[config.mk]
export PLATFORM = sky130hd
export DESIGN_NAME = rgb_to_hsl
export DESIGN_NICKNAME = d
export VERILOG_FILES = /design/src/hdl/rth_pkg.sv /design/src/hdl/rgb_to_hsl.sv
export SDC_FILE = /design/constraint.sdc
export NUM_CORES = 1
export LEC_CHECK = 0
export ABC_AREA = 1
export BUFFER_PORTS_ARGS = -buffer_cell sky130_fd_sc_hd__buf_2
export CAP_MARGIN = 25
export CELL_PAD_IN_SITES_DETAIL_PLACEMENT = 0
export CELL_PAD_IN_SITES_GLOBAL_PLACEMENT = 1
export CORE_MARGIN = 2
export CORE_UTILIZATION = 41
export DETAILED_ROUTE_END_ITERATION = 8
export HOLD_SLACK_MARGIN = 0.03
export PLACE_DENSITY = 0.7
export SYNTH_ARGS = -nofsm -noshare
export SYNTH_HDL_FRONTEND = slang
export SYNTH_SLANG_ARGS = --single-unit
[constraint.sdc]
create_clock -name clk -period 27.6 [get_ports clk]
set_input_delay 5.52 -clock clk [delete_from_list [all_inputs] [get_ports clk]]
set_output_delay 5.52 -clock clk [all_outputs]
set_load 0.05 [all_outputs]
[src/hdl/rth_pkg.sv]
// Package for the RGB to HSL converter: channel and angle constants,
// field widths, the hue sector code and the word carried through the divider stages.
// No dependencies.
`default_nettype none

package rth_pkg;

	localparam int CHAN_W     = 8;
	localparam int HUE_W      = 9;
	localparam int PCT_W      = 7;
	localparam int IN_DATA_W  = 24;
	localparam int OUT_DATA_W = 24;

	localparam int CHAN_MAX   = 255;
	localparam int HUE_SECTOR = 60;
	localparam int HUE_GREEN  = 120;
	localparam int HUE_BLUE   = 240;
	localparam int HUE_FULL   = 360;
	localparam int PCT_FULL   = 100;
	localparam int PCT_HALF   = 50;

	// Both dividers produce a quotient of at most 100, so seven steps suffice.
	localparam int QUO_W  = 7;
	localparam int NUM_W  = 15;   // 100 * 255 fits
	localparam int HDEN_W = 8;    // max - min
	localparam int SDEN_W = 9;    // sum or 510 - sum
	localparam int LNUM_W = 16;   // 50 * 510 plus correction terms

	typedef enum logic [1:0] {
		SECT_RED,
		SECT_GREEN,
		SECT_BLUE
	} hue_sect_t;

	typedef struct packed {
		logic               grey;
		logic               neg;
		hue_sect_t          sect;
		logic [PCT_W-1:0]   light;
		logic [NUM_W-1:0]   hrem;
		logic [HDEN_W-1:0]  hden;
		logic [QUO_W-1:0]   hq;
		logic [NUM_W-1:0]   srem;
		logic [SDEN_W-1:0]  sden;
		logic [QUO_W-1:0]   sq;
	} div_word_t;

endpackage

`default_nettype wire

[src/hdl/rgb_to_hsl.sv]
// Pipelined RGB to HSL converter, top level and only module.
// Depends on rth_pkg for constants, widths and the divider stage word.
`default_nettype none

// The block takes one 8-bit RGB pixel per word and returns integer hue in
// degrees (0 to 359) with saturation and lightness in whole percent (0 to 100).
// It accepts a new pixel in every clock cycle unless stalled, and each pixel
// moves stage by stage. The first stage finds the largest and smallest
// channel and picks the hue sector, with blue winning ties over green and green
// over red. The second stage forms the scaled numerators, the saturation
// denominator and the lightness, which divides by 255 through a reciprocal
// multiply. Seven stages of a restoring divider, one quotient bit per stage,
// run the hue and saturation divisions side by side, and the last stage adds
// the sector offset and wraps negative hues. Grey pixels give zero hue and zero
// saturation. Each stage holds its word while the stage after it is full and
// stalled, so bubbles are squeezed out and a stall at the output drops or
// repeats nothing; the input stays ready as long as any stage can move.
module rgb_to_hsl (
	input  wire logic                          clk,
	input  wire logic                          arst_n,
	input  wire logic                          s_tvalid,
	output logic                               s_tready,
	// [7:0] red, [15:8] green, [23:16] blue
	input  wire logic [rth_pkg::IN_DATA_W-1:0] s_tdata,
	output logic                               m_tvalid,
	input  wire logic                          m_tready,
	// [8:0] hue, [15:9] saturation, [22:16] lightness, [23] zero
	output logic [rth_pkg::OUT_DATA_W-1:0]     m_tdata
);
	import rth_pkg::*;

	localparam int NDIV = QUO_W;

	// Stage 1: extremes and hue sector.
	logic                v_s1;
	logic [CHAN_W-1:0]   mx_s1, mn_s1, adiff_s1;
	logic                neg_s1;
	hue_sect_t           sect_s1;

	// Stage 2: numerators, denominators and lightness.
	logic                v_s2;
	div_word_t           w_s2;

	// Divider stages.
	logic                dv_v_s [NDIV];
	div_word_t           dv_s   [NDIV];
	logic                dv_en  [NDIV];

	// Output stage.
	logic                v_s10;
	logic [HUE_W-1:0]    hue_s10;
	logic [PCT_W-1:0]    sat_s10, light_s10;

	logic en_s1, en_s2, en_s10;

	// A stage may load when it is empty or when its contents move on.
	assign en_s10 = !v_s10 || m_tready;
	always_comb begin
		dv_en[NDIV-1] = !dv_v_s[NDIV-1] || en_s10;
		for (int i = NDIV-2; i >= 0; i--) begin
			dv_en[i] = !dv_v_s[i] || dv_en[i+1];
		end
	end
	assign en_s2    = !v_s2 || dv_en[0];
	assign en_s1    = !v_s1 || en_s2;
	assign s_tready = en_s1;

	// ---------------- Stage 1 ----------------
	logic [CHAN_W-1:0] red, green, blue;
	logic [CHAN_W-1:0] mx_c, mn_c, op_a, op_b;
	logic [CHAN_W:0]   diff_c;
	hue_sect_t         sect_c;

	assign red   = s_tdata[CHAN_W-1:0];
	assign green = s_tdata[2*CHAN_W-1:CHAN_W];
	assign blue  = s_tdata[3*CHAN_W-1:2*CHAN_W];

	always_comb begin
		mx_c = red;
		mn_c = red;
		if (green > mx_c) mx_c = green;
		if (blue > mx_c)  mx_c = blue;
		if (green < mn_c) mn_c = green;
		if (blue < mn_c)  mn_c = blue;
		if (blue == mx_c) begin
			sect_c = SECT_BLUE;
			op_a   = red;
			op_b   = green;
		end else if (green == mx_c) begin
			sect_c = SECT_GREEN;
			op_a   = blue;
			op_b   = red;
		end else begin
			sect_c = SECT_RED;
			op_a   = green;
			op_b   = blue;
		end
		diff_c = {1'b0, op_a} - {1'b0, op_b};
	end

	always_ff @(posedge clk or negedge arst_n) begin
		if (!arst_n) begin
			v_s1 <= 1'b0;
		end else if (en_s1) begin
			v_s1 <= s_tvalid;
		end
	end

	always_ff @(posedge clk) begin
		if (en_s1) begin
			mx_s1    <= mx_c;
			mn_s1    <= mn_c;
			sect_s1  <= sect_c;
			neg_s1   <= diff_c[CHAN_W];
			adiff_s1 <= diff_c[CHAN_W] ? CHAN_W'(-diff_c) : diff_c[CHAN_W-1:0];
		end
	end

	// ---------------- Stage 2 ----------------
	logic [HDEN_W-1:0] d_c;
	logic [SDEN_W-1:0] sum_c, sden_c;
	logic [LNUM_W-1:0] lnum_c, lq_c;
	logic              grey_c;
	div_word_t         w2_c;

	always_comb begin
		d_c    = mx_s1 - mn_s1;
		sum_c  = {1'b0, mx_s1} + {1'b0, mn_s1};
		grey_c = (d_c == '0);
		// Lightness below 50 percent exactly when the sum is below 255.
		if (sum_c < SDEN_W'(CHAN_MAX)) begin
			sden_c = sum_c;
		end else begin
			sden_c = SDEN_W'(2*CHAN_MAX) - sum_c;
		end
		// floor(x / 255) = (x + 1 + (x >> 8)) >> 8 over this range.
		lnum_c = LNUM_W'(sum_c) * LNUM_W'(PCT_HALF);
		lq_c   = (lnum_c + LNUM_W'(1) + (lnum_c >> 8)) >> 8;

		w2_c       = '0;
		w2_c.grey  = grey_c;
		w2_c.neg   = neg_s1;
		w2_c.sect  = sect_s1;
		w2_c.light = lq_c[PCT_W-1:0];
		w2_c.hrem  = NUM_W'(adiff_s1) * NUM_W'(HUE_SECTOR);
		w2_c.srem  = NUM_W'(d_c) * NUM_W'(PCT_FULL);
		// A grey pixel's quotients are discarded; keep the divisors nonzero.
		w2_c.hden  = grey_c ? HDEN_W'(1) : d_c;
		w2_c.sden  = grey_c ? SDEN_W'(1) : sden_c;
	end

	always_ff @(posedge clk or negedge arst_n) begin
		if (!arst_n) begin
			v_s2 <= 1'b0;
		end else if (en_s2) begin
			v_s2 <= v_s1;
		end
	end

	always_ff @(posedge clk) begin
		if (en_s2) begin
			w_s2 <= w2_c;
		end
	end

	// ---------------- Divider stages ----------------
	for (genvar i = 0; i < NDIV; i++) begin : g_div
		localparam int BIT = NDIV - 1 - i;
		div_word_t        din, dout;
		logic             vin;
		logic [NUM_W-1:0] hsh, ssh;

		if (i == 0) begin : g_first
			assign din = w_s2;
			assign vin = v_s2;
		end else begin : g_next
			assign din = dv_s[i-1];
			assign vin = dv_v_s[i-1];
		end

		always_comb begin
			hsh  = NUM_W'(din.hden) << BIT;
			ssh  = NUM_W'(din.sden) << BIT;
			dout = din;
			if (din.hrem >= hsh) begin
				dout.hrem    = din.hrem - hsh;
				dout.hq[BIT] = 1'b1;
			end
			if (din.srem >= ssh) begin
				dout.srem    = din.srem - ssh;
				dout.sq[BIT] = 1'b1;
			end
		end

		always_ff @(posedge clk or negedge arst_n) begin
			if (!arst_n) begin
				dv_v_s[i] <= 1'b0;
			end else if (dv_en[i]) begin
				dv_v_s[i] <= vin;
			end
		end

		always_ff @(posedge clk) begin
			if (dv_en[i]) begin
				dv_s[i] <= dout;
			end
		end
	end

	// ---------------- Output stage ----------------
	div_word_t        wl;
	logic [HUE_W-1:0] base_c, hue_c, q9;

	assign wl = dv_s[NDIV-1];
	assign q9 = HUE_W'(wl.hq);

	always_comb begin
		case (wl.sect)
			SECT_BLUE:  base_c = HUE_W'(HUE_BLUE);
			SECT_GREEN: base_c = HUE_W'(HUE_GREEN);
			default:    base_c = '0;
		endcase
		if (wl.grey) begin
			hue_c = '0;
		end else if (!wl.neg) begin
			hue_c = base_c + q9;
		end else if (wl.sect == SECT_RED) begin
			// Negative red-sector hue wraps around the circle.
			hue_c = (q9 == '0) ? '0 : HUE_W'(HUE_FULL) - q9;
		end else begin
			hue_c = base_c - q9;
		end
	end

	always_ff @(posedge clk or negedge arst_n) begin
		if (!arst_n) begin
			v_s10 <= 1'b0;
		end else if (en_s10) begin
			v_s10 <= dv_v_s[NDIV-1];
		end
	end

	always_ff @(posedge clk) begin
		if (en_s10) begin
			hue_s10   <= hue_c;
			sat_s10   <= wl.grey ? '0 : wl.sq;
			light_s10 <= wl.light;
		end
	end

	assign m_tvalid = v_s10;
	assign m_tdata  = {(OUT_DATA_W-HUE_W-2*PCT_W)'(0), light_s10, sat_s10, hue_s10};

endmodule

`default_nettype wire
==> flow_summary.ini <==
[route]
wl_per_cell_um = 13.8
drt_iter0_markers = 897
wl_um = 50000
ant_nets = 0
vias = 17800
drc = 0
firstDrtPassIters = 5
viasPerCell = 4.90

[grt]
grt_max_degree = 70
gr-usage-all-layers_pct = 14.5
grt_overflow = 0
antenna_found_initial = 0
grt_pass1_wl_um = 84300
grt_pass1_vias = 17800

[cts]
root_buffer = clkbuf_16
htreeDepth = 2
ctsHoldBuffers = 0
cts_made_buffers = 54
cts_setup_buffers = 0
cts.sinks = 499
clk_pin_slew_ps = 60
post_cts_resize_count = 0
clk_latency_ps = 600
clock_path_buffers = 3
tritoncts = done

[worst_hold_path]
hold_path.class = reg2reg
holdPathStages = 0
hp-start = dv_s[3][64]
hold_end = dv_s[4][64]

[setup_path]
critPathMaxStageDelay_ps = 720
crit_buf_inv = 11
critPathSlowestCell = inv_1
reg2reg_from = mx_s1[0]
critical_path_arrival_ps = 10010
crit_required_ps = 22080
rr_endpoint = g_div[0].din[66]
cp-start-kind = input pin
worstPathCellList = buf_2, nor2_1, inv_1, nor2_1, inv_1, nor2_1, inv_2, buf_4, nor2_1, inv_2, nor2_1, inv_2, nor2_1, inv_2, nor2_1, nand2_2, buf_4, nor2_1, nand2_1, buf_4, buf_2
crit_type = in2out
path_delay_family = buffers and inverters
cp_common_cell = nor2_1
cp_max_fo = 69
r2r_cells = 29
r2r_setup_slack_ps = 21490
critPathCaptureType = primary output

[sta]
fin_skew_ps = 29.5
setup_tns_ps = 0
setup_violations = 0
finalMaxSlewViolations = 0
finalHoldViolCount = 0
rsz0062_at_grt = false
tightest_slew_ps = 948
final.min_clock_period_ps = 15530
fin_crit_sh_pct = 56.3
clock.fmax_mhz = 64.4
relSlewSlack_pct = 36.7

[synth]
synth_top_area_cell = edfxtp_1
yosys_warnings = 0
syn_area_per_cell_um2 = 10.6
yosys-top-cells-area = edfxtp_1 53%, ha_1 12%, nand2_1 6.0%
synthArstFlopShare_pct = 2.00
synth_edf_count = 489
synth.top_cell.area_share_pct = 52.8
syn_nets = 2956
ys_seq_elements = 499
ys_seq_area_share_pct = 53.7
syn_area_um2 = 27800
syn_inst = 2630
yosys_most_used_dff = edfxtp_1
synth_cell_types = 54

[layout]
final_cell_mix = 489 x edfxtp_1, 447 x nand2_1, 386 x inv_1, 262 x ha_1, 166 x a21oi_1
fill_cells = 6058
area_delta_synth_final_pct = 11.0
finalNetCount = 3042
final_cell_area_um2 = 30900
n_antenna_cell = 0
drive_gt1_share_pct = 7.18
final_common_cell = edfxtp_1
final_cell_count_no_fill = 3631

[placement]
place_area_um2 = 29000
hpwl_um = 38600
dpl.cell_count = 3528
routabilityCongestion = 0.835
numPortBuffers = 52

[floorplanning]
die_x_um = 265
dieHeight_um = 265
core.rowCount = 95
dieArea_um2 = 70000
start_util_pct = 41.4
num_io_pins = 54
core_um2 = 67200

[status]
outcome = finished, final reports clean

[job]
cap_violations = 0
[cells in the mapped netlist, drive strengths merged (10+ instances only)]
master and count:
a211oi 14, a21oi 168, buf 22, clkbuf 13, dfrtp 10, edfxtp 489
fa 36, ha 262, inv 394, nand2 461, nand3 149, nand4 21
nor2 160, nor3 26, nor4 10, o21ai 169, o21bai 11, or2 10
xnor2 49, xor2 109
[registers in the layout (all words and copies together) (netlist names), 8 cells and up]
| register | cells |
|---|---|
| dv_s | 387 |
| g_div.din | 52 |
| hue_s10 | 9 |
| adiff_s1 | 8 |
| mn_s1 | 8 |
| mx_s1 | 8 |
[how the worst max path moves through the flow]
stage / start / to / slack [ps] / cells past startpoint
final: m_tready / s_tready / 12070 / 21
after floorplan: m_tready / s_tready / 7300 / 16
after CTS: m_tready / s_tready / 11880 / 21
after detailed placement: m_tready / s_tready / 11900 / 21
after global placement: m_tready / s_tready / 12050 / 21
after global routing: m_tready / s_tready / 11480 / 21
[cell type report]
class	instances	area [um^2]	share of cell area, %
Clock buffer	71	1480	4.78
Clock inverter	27	324	1.05
Inverter	395	1480	4.81
Multi-Input combinational cell	1701	11200	36.2
Sequential cell	499	14900	48.4
Tap cell	873	1090	3.54
Timing Repair Buffer	65	380	1.23
[through the flow]
stage	hold slack (ps)	utilization (%)	worst slack, ps
CTS	393	45.9	11880
floorplan	400	-	7300
detailed placement	405	43.2	11900
global route	407	46.0	11480
global placement	400	43.2	12050
finish	404	46.0	12070
[cell families (layout without fill, tap and decap cells)]
logic type / after synthesis / count (layout) / synth area share, %
compound gates: 400 / 400 / 7.84
xor+xnor: 158 / 158 / 4.97
fa+ha+maj: 298 / 298 / 14.4
buf+inv: 430 / 558 / 6.14
flops: 499 / 499 / 53.7
other cells: 1 / 1 / 0.0135
simple gates: 844 / 844 / 13.0
[layer usage]
| layer | GRT usage (%) | share of wire, % | vias up |
|---|---|---|---|
| met5 | 0 | 0 | - |
| met4 | 5.93 | 4.1 | 0 |
| met3 | 2.38 | 3.3 | 118 |
| met2 | 25.9 | 50 | 249 |
| met1 | 17.3 | 43 | 8241 |
| li1 | - | - | 9179 |
Power is not shown: default switching activity piles up to over one toggle a cycle in this logic, so the estimate is an artifact.
